[src/hdl/pwc_pkg.sv]
// ----------------------------------------------------------------------------
// pwc_pkg
// Shared types and constants of the square-wave sound channel.
// ----------------------------------------------------------------------------
package pwc_pkg;

   // Widths of the channel's fields and state
   localparam int unsigned PERIOD_W  = 11;
   localparam int unsigned LENGTH_W  = 8;
   localparam int unsigned LEVEL_W   = 4;
   localparam int unsigned STEP_W    = 3;
   localparam int unsigned ACTION_W  = 3;
   localparam int unsigned CSR_IDX_W = 3;
   localparam int unsigned CSR_DATA_W = 4;

   // Sweep mutes below this period and above the period limit
   localparam logic [PERIOD_W-1:0] MIN_PERIOD   = 11'd8;
   localparam logic [LEVEL_W-1:0]  LEVEL_MAX    = 4'd15;

   // Default channel: the first one (ones' complement negate)
   localparam bit DEF_SECOND_CHANNEL = 1'b0;

   // Duty patterns, bit i is step i of the sequence
   localparam logic [7:0] DUTY_TABLE [4] = '{
      8'b1000_0000,
      8'b1100_0000,
      8'b1111_0000,
      8'b0011_1111
   };

   // Event codes on the request channel
   typedef enum logic [ACTION_W-1:0] {
      ACT_TICK       = 3'd0,
      ACT_QUARTER    = 3'd1,
      ACT_HALF       = 3'd2,
      ACT_LOAD_LEN   = 3'd3,
      ACT_SWEEP_LOAD = 3'd4,
      ACT_DEACTIVATE = 3'd5,
      ACT_PERIOD     = 3'd6
   } action_type;

   // Register indexes on the configuration port
   typedef enum logic [CSR_IDX_W-1:0] {
      CSR_DUTY_SELECT   = 3'd0,
      CSR_LENGTH_HALT   = 3'd1,
      CSR_CONST_VOLUME  = 3'd2,
      CSR_VOLUME_LEVEL  = 3'd3,
      CSR_SWEEP_ENABLE  = 3'd4,
      CSR_SWEEP_PERIOD  = 3'd5,
      CSR_SWEEP_NEGATE  = 3'd6,
      CSR_SWEEP_SHIFT   = 3'd7
   } csr_index_type;

   // Configuration bundle handed from the top level to the core
   typedef struct packed {
      logic [1:0]         duty_select;
      logic               length_halt_loop;
      logic               constant_volume;
      logic [LEVEL_W-1:0] volume_level;
      logic               sweep_enable;
      logic [2:0]         sweep_divider_period;
      logic               sweep_negate;
      logic [2:0]         sweep_shift;
   } cfg_type;

endpackage

[src/hdl/pwc_sweep.sv]
// ----------------------------------------------------------------------------
// pwc_sweep
// Sweep target period and muting check for one timer period.
// ----------------------------------------------------------------------------
module pwc_sweep
   import pwc_pkg::*;
#(
   parameter bit IS_SECOND_CHANNEL = DEF_SECOND_CHANNEL
) (
   input  logic [PERIOD_W-1:0] period,
   input  logic                sweep_negate,
   input  logic [2:0]          sweep_shift,
   output logic [PERIOD_W-1:0] target,
   output logic                mute
);

   logic [PERIOD_W-1:0] change;
   logic [PERIOD_W:0]   sum;
   logic [PERIOD_W:0]   diff;
   logic [PERIOD_W:0]   target_wide;
   logic                borrow;

   // First channel negates in ones' complement: one extra subtracted
   assign borrow = IS_SECOND_CHANNEL ? 1'b0 : 1'b1;
   assign change = period >> sweep_shift;
   assign sum    = {1'b0, period} + {1'b0, change};
   assign diff   = {1'b0, period} - {1'b0, change} - {{PERIOD_W{1'b0}}, borrow};

   // Top bit set means above the limit, or wrapped below zero
   assign target_wide = sweep_negate ? diff : sum;
   assign target      = target_wide[PERIOD_W-1:0];
   assign mute        = (period < MIN_PERIOD) || target_wide[PERIOD_W];

endmodule

[src/hdl/pwc_core.sv]
// ----------------------------------------------------------------------------
// pwc_core
// Channel state: timer, duty step, length, sweep and envelope, updated by one
// event per cycle while fire is high, with the sample taken from the updated state.
// ----------------------------------------------------------------------------
module pwc_core
   import pwc_pkg::*;
#(
   parameter bit IS_SECOND_CHANNEL = DEF_SECOND_CHANNEL
) (
   input  logic                clock,
   input  logic                reset,
   input  logic                fire,
   input  action_type          action,
   input  logic [PERIOD_W-1:0] value,
   input  cfg_type             cfg,
   output logic [LEVEL_W-1:0]  sample,
   output logic                is_active
);

   logic [PERIOD_W-1:0] period_ff, period_in;
   logic [PERIOD_W-1:0] countdown_ff, countdown_in;
   logic [STEP_W-1:0]   step_ff, step_in;
   logic [LENGTH_W-1:0] length_ff, length_in;
   logic [2:0]          sweep_count_ff, sweep_count_in;
   logic                sweep_reload_ff, sweep_reload_in;
   logic                env_start_ff, env_start_in;
   logic [LEVEL_W-1:0]  env_divider_ff, env_divider_in;
   logic [LEVEL_W-1:0]  env_decay_ff, env_decay_in;

   logic [PERIOD_W-1:0] target_cur;
   logic                mute_cur;
   logic [PERIOD_W-1:0] target_next;
   logic                mute_next;
   logic [7:0]          duty_row;
   logic [LEVEL_W-1:0]  level;

   // Sweep check on the period before the event (for write-back)
   pwc_sweep #(
      .IS_SECOND_CHANNEL (IS_SECOND_CHANNEL)
   ) u_sweep_cur (
      .period       (period_ff),
      .sweep_negate (cfg.sweep_negate),
      .sweep_shift  (cfg.sweep_shift),
      .target       (target_cur),
      .mute         (mute_cur)
   );

   // Sweep check on the period after the event (for the sample)
   pwc_sweep #(
      .IS_SECOND_CHANNEL (IS_SECOND_CHANNEL)
   ) u_sweep_next (
      .period       (period_in),
      .sweep_negate (cfg.sweep_negate),
      .sweep_shift  (cfg.sweep_shift),
      .target       (target_next),
      .mute         (mute_next)
   );

   // Next state for the current event
   always_comb begin
      period_in       = period_ff;
      countdown_in    = countdown_ff;
      step_in         = step_ff;
      length_in       = length_ff;
      sweep_count_in  = sweep_count_ff;
      sweep_reload_in = sweep_reload_ff;
      env_start_in    = env_start_ff;
      env_divider_in  = env_divider_ff;
      env_decay_in    = env_decay_ff;

      unique case (action)
         ACT_TICK: begin
            if (countdown_ff == '0) begin
               countdown_in = period_ff;
               step_in      = step_ff - 1'b1;
            end else begin
               countdown_in = countdown_ff - 1'b1;
            end
         end
         ACT_QUARTER: begin
            if (env_start_ff) begin
               env_start_in   = 1'b0;
               env_decay_in   = LEVEL_MAX;
               env_divider_in = cfg.volume_level;
            end else if (env_divider_ff == '0) begin
               env_divider_in = cfg.volume_level;
               if (env_decay_ff != '0) begin
                  env_decay_in = env_decay_ff - 1'b1;
               end else if (cfg.length_halt_loop) begin
                  env_decay_in = LEVEL_MAX;
               end
            end else begin
               env_divider_in = env_divider_ff - 1'b1;
            end
         end
         ACT_HALF: begin
            if (length_ff != '0 && !cfg.length_halt_loop) begin
               length_in = length_ff - 1'b1;
            end
            if (cfg.sweep_enable && cfg.sweep_shift != '0 &&
                sweep_count_ff == '0 && !mute_cur) begin
               period_in = target_cur;
            end
            if (sweep_count_ff == '0 || sweep_reload_ff) begin
               sweep_reload_in = 1'b0;
               sweep_count_in  = cfg.sweep_divider_period;
            end else begin
               sweep_count_in = sweep_count_ff - 1'b1;
            end
         end
         ACT_LOAD_LEN: begin
            length_in    = value[LENGTH_W-1:0];
            step_in      = '0;
            env_start_in = 1'b1;
         end
         ACT_SWEEP_LOAD: begin
            sweep_reload_in = 1'b1;
         end
         ACT_DEACTIVATE: begin
            length_in = '0;
         end
         ACT_PERIOD: begin
            period_in = value;
         end
         default: begin
            // unused code: state holds
         end
      endcase
   end

   // Sample from the updated state
   assign duty_row  = DUTY_TABLE[cfg.duty_select];
   assign level     = cfg.constant_volume ? cfg.volume_level : env_decay_in;
   assign is_active = (length_in != '0);
   assign sample    = (is_active && !mute_next && duty_row[step_in]) ? level : '0;

   // State registers
   always_ff @(posedge clock) begin
      if (reset) begin
         period_ff       <= '0;
         countdown_ff    <= '0;
         step_ff         <= '0;
         length_ff       <= '0;
         sweep_count_ff  <= '0;
         sweep_reload_ff <= 1'b0;
         env_start_ff    <= 1'b0;
         env_divider_ff  <= '0;
         env_decay_ff    <= '0;
      end else if (fire) begin
         period_ff       <= period_in;
         countdown_ff    <= countdown_in;
         step_ff         <= step_in;
         length_ff       <= length_in;
         sweep_count_ff  <= sweep_count_in;
         sweep_reload_ff <= sweep_reload_in;
         env_start_ff    <= env_start_in;
         env_divider_ff  <= env_divider_in;
         env_decay_ff    <= env_decay_in;
      end
   end

endmodule

[src/hdl/pulse_wave_channel.sv]
// ----------------------------------------------------------------------------
// pulse_wave_channel
// Square-wave sound channel: one event per beat in, one sample per beat out.
// ----------------------------------------------------------------------------
//  channel | ports                                  | direction
//  --------+----------------------------------------+-----------
//  req     | req_valid/req_stall, action, value     | event in
//  rsp     | rsp_valid/rsp_stall, sample, is_active | result out
//  csr     | csr_wr_en, csr_index, csr_data         | register write
//
//  One event per cycle sustained while rsp is not stalled; each event passes
//  through the input register, then the state update and result register.
//  The event is applied and the sample formed in the cycle it leaves the
//  input register, so the state update path sets the cycle time.
//  Reset clears the valid flags, the configuration and all channel state.
//  A stall on rsp holds the result; the input register then fills and
//  req_stall rises until the result is taken.
// ----------------------------------------------------------------------------
module pulse_wave_channel
   import pwc_pkg::*;
#(
   parameter bit IS_SECOND_CHANNEL = DEF_SECOND_CHANNEL
) (
   input  logic                  clock,
   input  logic                  reset,
   // event channel
   input  logic                  req_valid,
   output logic                  req_stall,
   input  logic [ACTION_W-1:0]   req_action,
   input  logic [PERIOD_W-1:0]   req_value,
   // result channel
   output logic                  rsp_valid,
   input  logic                  rsp_stall,
   output logic [LEVEL_W-1:0]    rsp_sample,
   output logic                  rsp_is_active,
   // register writes
   input  logic                  csr_wr_en,
   input  logic [CSR_IDX_W-1:0]  csr_index,
   input  logic [CSR_DATA_W-1:0] csr_data
);

   cfg_type cfg_ff, cfg_in;

   logic                in_valid_ff, in_valid_in;
   logic [ACTION_W-1:0] action_ff;
   logic [PERIOD_W-1:0] value_ff;
   logic                rsp_valid_ff, rsp_valid_in;
   logic [LEVEL_W-1:0]  sample_ff;
   logic                active_ff;

   logic                accept;
   logic                advance;
   logic                fire;
   logic [LEVEL_W-1:0]  core_sample;
   logic                core_active;

   // Register writes
   always_comb begin
      cfg_in = cfg_ff;
      if (csr_wr_en) begin
         unique case (csr_index_type'(csr_index))
            CSR_DUTY_SELECT:  cfg_in.duty_select          = csr_data[1:0];
            CSR_LENGTH_HALT:  cfg_in.length_halt_loop     = csr_data[0];
            CSR_CONST_VOLUME: cfg_in.constant_volume      = csr_data[0];
            CSR_VOLUME_LEVEL: cfg_in.volume_level         = csr_data;
            CSR_SWEEP_ENABLE: cfg_in.sweep_enable         = csr_data[0];
            CSR_SWEEP_PERIOD: cfg_in.sweep_divider_period = csr_data[2:0];
            CSR_SWEEP_NEGATE: cfg_in.sweep_negate         = csr_data[0];
            CSR_SWEEP_SHIFT:  cfg_in.sweep_shift          = csr_data[2:0];
            default: begin
               cfg_in = cfg_ff;
            end
         endcase
      end
   end

   always_ff @(posedge clock) begin
      if (reset) begin
         cfg_ff <= '0;
      end else begin
         cfg_ff <= cfg_in;
      end
   end

   // Handshake: the result register frees up when empty or being taken
   assign advance   = !rsp_valid_ff || !rsp_stall;
   assign fire      = in_valid_ff && advance;
   assign req_stall = in_valid_ff && !advance;
   assign accept    = req_valid && !req_stall;

   assign in_valid_in  = accept ? 1'b1 : (fire ? 1'b0 : in_valid_ff);
   assign rsp_valid_in = advance ? fire : rsp_valid_ff;

   always_ff @(posedge clock) begin
      if (reset) begin
         in_valid_ff  <= 1'b0;
         rsp_valid_ff <= 1'b0;
      end else begin
         in_valid_ff  <= in_valid_in;
         rsp_valid_ff <= rsp_valid_in;
      end
   end

   // Input register
   always_ff @(posedge clock) begin
      if (accept) begin
         action_ff <= req_action;
         value_ff  <= req_value;
      end
   end

   pwc_core #(
      .IS_SECOND_CHANNEL (IS_SECOND_CHANNEL)
   ) u_core (
      .clock     (clock),
      .reset     (reset),
      .fire      (fire),
      .action    (action_type'(action_ff)),
      .value     (value_ff),
      .cfg       (cfg_ff),
      .sample    (core_sample),
      .is_active (core_active)
   );

   // Result register
   always_ff @(posedge clock) begin
      if (fire) begin
         sample_ff <= core_sample;
         active_ff <= core_active;
      end
   end

   assign rsp_valid     = rsp_valid_ff;
   assign rsp_sample    = sample_ff;
   assign rsp_is_active = active_ff;

   // A silent channel never sounds
   a_mute_when_inactive: assert property (@(posedge clock) disable iff (reset)
      (rsp_valid && !rsp_is_active) |-> (rsp_sample == '0))
      else $error("sample nonzero while length counter is zero");

   // Back-pressure only while an event waits in the input register
   a_stall_needs_item: assert property (@(posedge clock) disable iff (reset)
      req_stall |-> in_valid_ff)
      else $error("stall raised with empty input register");

   // An accepted beat is held until it moves to the result register
   a_accept_lands: assert property (@(posedge clock) disable iff (reset)
      accept |=> in_valid_ff)
      else $error("accepted beat lost from input register");

   // Every processed event produces a result beat
   a_fire_gives_result: assert property (@(posedge clock) disable iff (reset)
      fire |=> rsp_valid)
      else $error("processed event did not produce a result");

endmodule

[config.mk]
export PLATFORM = sky130hd
export DESIGN_NAME = pulse_wave_channel
export DESIGN_NICKNAME = d
export VERILOG_FILES = /design/src/hdl/pwc_pkg.sv /design/src/hdl/pwc_sweep.sv /design/src/hdl/pwc_core.sv /design/src/hdl/pulse_wave_channel.sv
export SDC_FILE = /design/constraint.sdc
export NUM_CORES = 1
export LEC_CHECK = 0
export ABC_AREA = 1
export ABC_CLOCK_PERIOD_IN_PS = 6000
export BUFFER_PORTS_ARGS = -buffer_cell sky130_fd_sc_hd__buf_2
export CAP_MARGIN = 20
export CELL_PAD_IN_SITES_DETAIL_PLACEMENT = 1
export CELL_PAD_IN_SITES_GLOBAL_PLACEMENT = 1
export CORE_ASPECT_RATIO = 1.4
export CORE_MARGIN = 4
export CORE_UTILIZATION = 40
export CTS_CLUSTER_DIAMETER = 150
export DETAILED_ROUTE_END_ITERATION = 12
export PLACE_DENSITY = 0.79
export SLEW_MARGIN = 20
export SYNTH_ARGS = -nofsm -noshare
export SYNTH_HDL_FRONTEND = slang
export SYNTH_HIERARCHICAL = 1
export SYNTH_SLANG_ARGS = --single-unit
export TNS_END_PERCENT = 100
[constraint.sdc]
create_clock -name clock -period 6 [get_ports clock]
set_input_delay 1.8 -clock clock [delete_from_list [all_inputs] [get_ports clock]]
set_output_delay 1.8 -clock clock [all_outputs]
set_load 0.02 [all_outputs]
# After elaboration in Yosys (flattened, before gate mapping)
# Cells that the tools add are included.
dict set report word_totals {
  input_bits 26
  reg_bits 83
  output_inout_bits 7
  elab_cells 129
}
dict set report classes {
  shift 2
  n_eq_ne 14
  addsub 12
  mux 28
  n_reduce_logical 45
  order_cmp 4
  n_bitwise 1
}
# operator n
set ops {}
lappend ops {{$mux W4} 8}
lappend ops {{$add A11 B11 Y12} 2}
lappend ops {{$mux W12} 2}
lappend ops {{$mux W8} 3}
lappend ops {{$pmux W8 S3} 1}
lappend ops {{$reduce_and A2 Y1} 12}
lappend ops {{$sub A11 B11 Y12} 2}
lappend ops {{$sub A12 B1 Y12 const B} 2}
lappend ops {{$lt A11 B4 Y1 const B} 2}
lappend ops {{$mux W11} 2}
lappend ops {{$pmux W11 S2} 1}
lappend ops {{$shr A11 B3 Y11} 2}
lappend ops {{$eq A3 B3 Y1 const B} 7}
lappend ops {{$bmux W8 S2} 1}
lappend ops {{$reduce_bool A8 Y1} 2}
lappend ops {{$eq A3 B2 Y1 const B} 4}
lappend ops {{$logic_not A11 Y1} 1}
lappend ops {{$sub A11 B1 Y11 const B} 1}
lappend ops {{$logic_and A1 B1 Y1} 9}
lappend ops {{$logic_not A3 Y1} 3}
lappend ops {{$sub A4 B1 Y4 const B} 2}
lappend ops {{$sub A8 B1 Y8 const B} 1}
lappend ops {{$logic_not A1 Y1} 7}
lappend ops {{$eq A3 B1 Y1 const B} 2}
lappend ops {{16 further kinds} 27}

# Longest topological paths before layout
# Gate-level depths: netlist of run 1.
dict set report depth {
  word_depth 17
  depth_mapped 45
  ltp_nobuf 43
}

# By module
# Netlist of run 1, hierarchy kept.
# module cells_per_inst n_inst seq_area_each_um2 area_each_um2
set modules_own_cells {}
lappend modules_own_cells {pwc_core 522 1 920.9 3293.2}
lappend modules_own_cells {{pwc_sweep (u_core.u_sweep_cur)} 335 1 0.0 1776.7}
lappend modules_own_cells {{pwc_sweep (u_core.u_sweep_next)} 317 1 0.0 1681.6}
lappend modules_own_cells {pulse_wave_channel 137 1 930.9 1356.3}

# Least setup slack after synthesis of run 1
# OpenSTA, ideal clock, no wires.
dict set report synth_path {
  kind {register -> register}
  start {register cfg_ff[2] in the netlist's numbering}
  end {register sample_ff[0] (netlist: rsp_sample[0]) (data pin)}
  period_less_slack_ns 4.678
  required_ns 5.745
  t_arrival_ns 4.423
  setup_time_ns 0.255
  path_stages_with_launch 41
  slack_ns 1.322
  path_buffers 4
  path_cell_list {dfxtp_1 > inv_1 > buf_2 > o21ai_0 > inv_1 > ha_1 > buf_6 > nand2_1 > nand3_1 > nand3_1 > nand2_1 > nand2_1 > nand3_1 > nand3_1 > nor3b_1 > nand2_1 > buf_2 > a21oi_1 > [5 not listed] > nand2_1 > o21ai_1 > nand2_1 > o21ai_1 > ha_1 > buf_6 > inv_2 > nand2_1 > nor3_1 > nand3_1 > nand3_1 > nand2_1 > nand3_1 > inv_1 > nand2_1 > a21oi_2 > nand2_2 > nor2_1}
}
dict set report synth_between {
  elab_chain_cells 17
  elab_cells_between_ends 23
  classes_between {add/sub: 6; order compare: 1; shift: 2; mux: 4; reduce/logical: 10}
}
# item line_no
set synth_rtl {}
lappend synth_rtl {{start: declaration} pulse_wave_channel.sv:42} ;# cfg_type cfg_ff, cfg_in;
lappend synth_rtl {{start signal: assignment} pulse_wave_channel.sv:81} ;# cfg_ff <= cfg_in;
lappend synth_rtl {{$shr A11 B3 Y11 *} pwc_sweep.sv:25} ;# assign change = period >> sweep_shift;
lappend synth_rtl {{$sub A11 B11 Y12} pwc_sweep.sv:27} ;# assign diff = {1'b0, period} - {1'b0, change} - {{PERIOD_W{1'b0}}, borrow};
lappend synth_rtl {{$sub A12 B1 Y12} pwc_sweep.sv:27}
lappend synth_rtl {{$mux W12 *} pwc_sweep.sv:30} ;# assign target_wide = sweep_negate ? diff : sum;
lappend synth_rtl {{$logic_or A1 B1 Y1 *} pwc_sweep.sv:32} ;# assign mute = (period < MIN_PERIOD) || target_wide[PERIOD_W];
lappend synth_rtl {{named net u_core.mute_cur} pwc_core.sv:32} ;# logic mute_cur;
lappend synth_rtl {{$logic_not A1 Y1 *} pwc_core.sv:102} ;# sweep_count_ff == '0 && !mute_cur) begin
lappend synth_rtl {{$logic_and A1 B1 Y1 *} pwc_core.sv:102}
lappend synth_rtl {{[2 not listed]} --}
lappend synth_rtl {{named net u_core.period_in[6]} pwc_core.sv:21} ;# logic [PERIOD_W-1:0] period_ff, period_in;
lappend synth_rtl {{$shr A11 B3 Y11} pwc_sweep.sv:25}
lappend synth_rtl {{$sub A11 B11 Y12} pwc_sweep.sv:27}
lappend synth_rtl {{$sub A12 B1 Y12} pwc_sweep.sv:27}
lappend synth_rtl {{$mux W12} pwc_sweep.sv:30}
lappend synth_rtl {{$logic_or A1 B1 Y1 *} pwc_sweep.sv:32}
lappend synth_rtl {{named net u_core.mute_next} pwc_core.sv:34} ;# logic mute_next;
lappend synth_rtl {{$logic_not A1 Y1 *} pwc_core.sv:136} ;# assign sample = (is_active && !mute_next && duty_row[step_in]) ? level : '0;
lappend synth_rtl {{$logic_and A1 B1 Y1 * (2 in a row)} pwc_core.sv:136}
lappend synth_rtl {{end signal: assignment} pulse_wave_channel.sv:128} ;# sample_ff <= core_sample;
lappend synth_rtl {{end: declaration} pulse_wave_channel.sv:48} ;# logic [LEVEL_W-1:0] sample_ff;
# The timed path passes the listed nets; every way through them passes the cells marked *.
# A chain may end at the register's enable or synchronous reset.

# Final worst setup path of run 1
dict set report layout_path {
  start {register cfg_ff[0] in the netlist's numbering}
  end {register sample_ff[0] (netlist: rsp_sample[0]) (data pin)}
}
# Same word-level chain as after synthesis.

==> results.py, run 1 <==
metrics = {
    "power_and_ir_drop": {
        "swShare_pct": 38.7,
        "combPwrFrac_pct": 33.7,
        "p_per_area_nw_per_um2": 218,
        "switching_power_w": 0.000679,
        "p_leak_nw": 4.17,
        "p_int_w": 0.00108,
        "pwr-share-seq_pct": 35.8,
        "p_clk_share_pct": 30.5,
        "design_power_total_w": 0.00176,
        "ir_drop_uv": 193,
    },
    "die": {
        "die_h_um": 169,
        "core-area_sq_um": 18100,
        "die_area_sq_um": 20900,
        "boundaryPins": 33,
        "die_w_um": 123,
        "start_util_pct": 41.1,
        "rows": 58,
    },
    "worst_setup_path": {
        "required_ns": 6.08,
        "cp_num_buf_inv": 4,
        "cp_slowest_cell": "ha_2",
        "cp_max_fo": 23,
        "path_delay_family": "simple AND/OR/NAND/NOR gates",
        "startpoint_type": "flop",
        "cp-end-kind": "flop",
        "cpMostUsedCell": "nand2_1",
        "worst_ep_arrival_time_ns": 5.64,
        "max_stage_delay_ns": 0.46,
        "path_class": "reg2reg",
    },
    "sta": {
        "slew_viol_final": 0,
        "finalCritPeriodShare_pct": 92.6,
        "hold_viol_final": 0,
        "skew_ns": 0.0104,
        "setup_viol": 0,
        "max_freq_mhz": 180,
        "slew_headroom_pct": 30.8,
        "layout_min_cycle_time_ns": 5.56,
        "worst_pin_slew_ns": 1.03,
        "layout_setup_ws_ns": 0.443,
    },
    "detailed_routing": {
        "num_vias": 7625,
        "drcViolationCount": 0,
        "antenna_left": 0,
        "drt_pre_antenna_iters": 5,
        "via_per_inst": 5.30,
        "wl_mm": 24.0,
        "wl_per_cell_um": 16.7,
        "first_iter_violations": 370,
    },
    "worst_hold_path": {
        "hold_path.class": "reg2reg",
    },
    "status": {
        "outcome": "completed",
    },
    "clock_tree": {
        "clk_latency_ns": 0.34,
        "cts_sinks": 83,
        "root_buffer": "clkbuf_16",
        "clk_pin_slew_worst_paths_ns": 0.07,
        "cts_made_buffers": 9,
        "cts_tree": "built",
        "clockBufferDepth": 2,
        "htreeDepth": 3,
        "hold_buffers": 0,
    },
    "grt": {
        "grt_max_degree": 38,
        "antenna_found_initial": 0,
        "grt_use_total_pct": 23.5,
        "first_global_vias": 7738,
        "grt_pass1_wl_mm": 38.9,
        "grt_overflow": 0,
    },
    "cells_and_area": {
        "fill_cells": 2549,
        "nets": 1278,
        "seq_area_sq_um": 1850,
        "area_growth_pct": 8.41,
        "multi_input_area_sq_um": 4580,
        "diodes": 0,
        "drive_gt1_share_pct": 11.8,
        "instances_no_fill": 1439,
    },
    "place": {
        "dpl.hpwl_mm": 18.9,
        "port_buffers": 32,
        "dp_slack_ns": 0.259,
        "placed_cells": 1418,
        "place_congestion": 0.914,
    },
    "logic_synthesis": {
        "syn_area_sq_um": 7450,
        "syn_nets": 1258,
        "syn_area_per_cell_sq_um": 6.35,
        "synth_cells": 1174,
        "yosys_warnings": 6,
    },
    "job": {
        "drv_cap": 0,
    },
}
-- cell type report --
type                       count  area share [%]
multi-input combinational    846            56.7
sequential                    83            22.9
inverter                     205            9.56
tap                          240            3.72
timing repair buffer          49            3.61
clock buffer                   9            2.79
clock inverter                 7           0.651
-- layout by cell type, fill, tap and decap left out, types with 19 or more instances in the layout --
master and n:
a21oi_1 69, buf_2 32, dfxtp_1 64, edfxtp_1 19, ha_1 51, inv_1 180, inv_2 23, nand2_1 330
nand3_1 78, nor2_1 90, o211ai_1 23, o21ai_0 52, o21ai_1 29
-- state kept, by name, indices dropped and copies added (netlist names) --
name and cells:
in_valid_ff 1, value_ff 11, u_core/sweep_reload_ff 1, rsp_valid 1
u_core/env_decay_ff 4, u_core/step_ff 3, rsp_sample 4, u_core/sweep_count_ff 3
u_core/env_start_ff 1, cfg_ff 16, rsp_is_active 1, u_core/countdown_ff 11
u_core/env_divider_ff 4, action_ff 3, u_core/length_ff 8, u_core/period_ff 11
-- metrics by stage --
step | hold WS [ns] | area [sq um] | utilization [%] | TNS, ns
4_1_cts | 0.471 | 7990 | 44.1 | 0
3_3_place_gp | 0.455 | 7720 | 42.5 | 0
6_report | 0.468 | 8080 | 44.5 | 0
3_5_place_dp | 0.460 | 7720 | 42.5 | 0
5_1_grt | 0.506 | 8080 | 44.5 | -0.0252
2_1_floorplan | 0.439 | 7450 | - | 0
-- worst register-to-register path, delay by kind of cell (launching register included) --
kind,cells,cell delay (ns)
compound gates,8,1.32
fa+ha+maj,2,0.76
buf+inv,4,0.42
flops,1,0.36
simple gates,20,2.47
-- timing repair --
action,CTS,global route
resized for setup,0,15
setup buffers,0,4
endpoints found under the setup margin,0,4
-- path summary, 6_finish.rpt --
check / start / end / slack, ns / cells after the start
max: cfg_ff[0]$_SDFFE_PP0P_ / rsp_sample[0]$_DFFE_PP_ / 0.44 / 34
min: u_core/sweep_count_ff[1]$_SDFFE_PP0P_ / u_core/sweep_count_ff[1]$_SDFFE_PP0P_ / 0.47 / 2
max reg2reg: cfg_ff[0]$_SDFFE_PP0P_ / rsp_sample[0]$_DFFE_PP_ / 0.44 / 34
min reg2reg: u_core/sweep_count_ff[1]$_SDFFE_PP0P_ / u_core/sweep_count_ff[1]$_SDFFE_PP0P_ / 0.47 / 2
-- power by group through the flow --
stage,Combinational [W],Sequential (W),Clock (W)
after floorplan,0.000436,0.000634,0
after global routing,0.000669,0.000633,0.000568
after global placement,0.000559,0.000641,0
after detailed placement,0.000573,0.000641,0
final,0.000592,0.000629,0.000536
after CTS,0.000578,0.000628,0.000542
-- layer usage --
metal / global-route usage, % / routed length [um] / vias up
met2: 44.7 / 13000 / 135
met4: 7.95 / 641 / 0
met1: 26.8 / 9710 / 3664
met5: 0 / 0 / -
met3: 2.20 / 713 / 35
li1: - / - / 3791
Power figures use the tool's default switching activity.
==> inputs of run 2 (changes only) <==
--- a/config.mk
+++ b/config.mk
@@ -13,10 +13,10 @@
 export CELL_PAD_IN_SITES_GLOBAL_PLACEMENT = 1
 export CORE_ASPECT_RATIO = 1.4
 export CORE_MARGIN = 4
-export CORE_UTILIZATION = 40
+export CORE_UTILIZATION = 45
 export CTS_CLUSTER_DIAMETER = 150
 export DETAILED_ROUTE_END_ITERATION = 12
-export PLACE_DENSITY = 0.79
+export PLACE_DENSITY = 0.87
 export SLEW_MARGIN = 20
 export SYNTH_ARGS = -nofsm -noshare
 export SYNTH_HDL_FRONTEND = slang
==> results.py, run 2 (synthesis results as in run 1) <==
metrics = {
    "status": {
        "outcome": "completed",
    },
    "power_and_ir_drop": {
        "p_per_area_nw_per_um2": 229,
        "ir_drop_uv": 135,
        "switching_power_w": 0.000706,
        "pwr-share-seq_pct": 33.9,
        "design_power_total_w": 0.00186,
        "p_int_w": 0.00115,
        "swShare_pct": 38.0,
        "combPwrFrac_pct": 33.1,
        "p_clk_share_pct": 33.0,
        "p_leak_nw": 4.23,
    },
    "sta": {
        "hold_viol_final": 0,
        "setup_viol": 0,
        "slew_headroom_pct": 32.4,
        "worst_pin_slew_ns": 1.01,
        "layout_setup_ws_ns": 0.166,
        "finalCritPeriodShare_pct": 97.2,
        "whs_ns": 0.471,
        "max_freq_mhz": 171,
        "finalSetupTns_ns": 0,
        "layout_min_cycle_time_ns": 5.83,
        "slew_viol_final": 0,
        "skew_ns": 0.0117,
    },
    "place": {
        "port_buffers": 32,
        "placed_cells": 1381,
        "dp_slack_ns": -0.0208,
        "place_congestion": 0.931,
        "dpl.hpwl_mm": 19.4,
    },
    "die": {
        "core-area_sq_um": 16200,
        "rows": 55,
        "start_util_pct": 45.9,
        "die_area_sq_um": 18700,
        "die_h_um": 160,
        "boundaryPins": 33,
        "die_w_um": 117,
    },
    "detailed_routing": {
        "num_vias": 8048,
        "drcViolationCount": 0,
        "wl_mm": 26.5,
        "wl_per_cell_um": 18.8,
        "drt_pre_antenna_iters": 5,
        "antenna_left": 0,
        "first_iter_violations": 455,
        "via_per_inst": 5.72,
    },
    "worst_setup_path": {
        "max_stage_delay_ns": 0.54,
        "required_ns": 6.19,
        "worstReg2RegStart": "u_core/period_ff[5]$_SDFFE_PP0P_",
        "startpoint_type": "flop",
        "path_delay_family": "simple AND/OR/NAND/NOR gates",
        "cp_slowest_cell": "dfxtp_1",
        "cp_num_buf_inv": 6,
        "cpMostUsedCell": "nand2_1",
        "cp_num_cells": 38,
        "cp_max_fo": 11,
        "cp-endpoint": "rsp_sample[3]$_DFFE_PP_",
        "regToRegSetupSlack_ns": 0.17,
        "worst_ep_arrival_time_ns": 6.02,
        "r2r_cells": 38,
        "timing.critical_path.from": "u_core/period_ff[5]$_SDFFE_PP0P_",
        "path_class": "reg2reg",
        "cp-end-kind": "flop",
        "r2r_end": "rsp_sample[3]$_DFFE_PP_",
    },
    "grt": {
        "grt_overflow": 0,
        "antenna_found_initial": 0,
        "grt_use_total_pct": 27.1,
        "first_global_vias": 8156,
        "grt_pass1_wl_mm": 40.3,
        "grt_max_degree": 39,
    },
    "clock_tree": {
        "cts_sinks": 83,
        "hold_buffers": 0,
        "clockBufferDepth": 2,
        "clk_pin_slew_worst_paths_ns": 0.07,
        "clk_latency_ns": 0.35,
        "cts_made_buffers": 9,
        "htreeDepth": 3,
        "root_buffer": "clkbuf_16",
        "cts_tree": "built",
    },
    "cells_and_area": {
        "largest_register_ff_count": 16,
        "diodes": 0,
        "drive_gt1_share_pct": 12.6,
        "area_growth_pct": 8.94,
        "nets": 1287,
        "mostFrequentLayoutCell": "nand2_1",
        "final_cell_mix": "nand2_1 (330), inv_1 (179), nor2_1 (90), nand3_1 (78), a21oi_1 (70)",
        "top_register": "cfg_ff",
        "instances_no_fill": 1407,
    },
    "job": {
        "drv_cap": 0,
    },
    "worst_hold_path": {
        "hold_path.class": "reg2reg",
    },
}
==> run 2: worst min path at each step <==
stage / end / slack, ns / depth (start not counted) / start
after global routing: u_core/sweep_reload_ff$_SDFFE_PP0P_ / 0.51 / 2 / u_core/sweep_reload_ff$_SDFFE_PP0P_
final: u_core/sweep_reload_ff$_SDFFE_PP0P_ / 0.47 / 2 / u_core/sweep_reload_ff$_SDFFE_PP0P_
after CTS: u_core/sweep_reload_ff$_SDFFE_PP0P_ / 0.47 / 2 / u_core/sweep_reload_ff$_SDFFE_PP0P_
after detailed placement: u_core/sweep_reload_ff$_SDFFE_PP0P_ / 0.46 / 2 / u_core/sweep_reload_ff$_SDFFE_PP0P_
after global placement: u_core/sweep_count_ff[1]$_SDFFE_PP0P_ / 0.45 / 2 / u_core/sweep_count_ff[1]$_SDFFE_PP0P_
after floorplan: u_core/sweep_reload_ff$_SDFFE_PP0P_ / 0.44 / 2 / u_core/sweep_reload_ff$_SDFFE_PP0P_
==> run 2: worst register-to-register path: cells and delay by family, from the launching register on <==
family                     cells  cell delay (ns)
and+or+nand+nor               22             2.49
DFF                            1             0.54
AOI/OAI and AO/OA              8             1.44
buffers and inverters          6             0.40
adders and majority gates      2             0.80
==> run 2: cell type report <==
type | count | area, sq um
tap | 199 | 249
timing repair buffer | 58 | 355
clock buffer | 10 | 250
fill | 2243 | 8130
multi-input combinational | 846 | 4560
clock inverter | 6 | 75.1
inverter | 205 | 776
sequential | 83 | 1850
==> run 2: repair_timing <==
| item | CTS | global route |
|---|---|---|
| resized for setup | 1 | 11 |
| setup endpoints to repair | 4 | 4 |
| setup buffers | 0 | 9 |
| gates cloned | 0 | 1 |
| hold endpoints to repair | 0 | 0 |
| pin swaps | 0 | 4 |
==> run 2: layer usage <==
layer	routed length, um	vias up	share of wire (%)	GRT usage, %
met3	977	108	3.7	3.49
li1	-	3802	-	-
met5	0	-	0	0
met1	9780	3873	37	28.4
met2	13800	265	52	50.1
met4	1940	0	7.3	15.6
==> run 2: metrics by stage <==
step,util (%),area [sq um]
after floorplan,-,7450
after global placement,47.4,7690
after detailed placement,47.4,7690
after CTS,49.4,8020
after global routing,50.0,8120
final,50.0,8120
==> run 2: power by group through the flow <==
| stage | logic, W | clock network (W) | registers [W] |
|---|---|---|---|
| finish | 0.000615 | 0.000614 | 0.000630 |
| global route | 0.000682 | 0.000648 | 0.000633 |
| CTS | 0.000588 | 0.000623 | 0.000628 |
| detailed placement | 0.000576 | 0 | 0.000641 |
| global placement | 0.000555 | 0 | 0.000640 |
| floorplan | 0.000436 | 0 | 0.000634 |
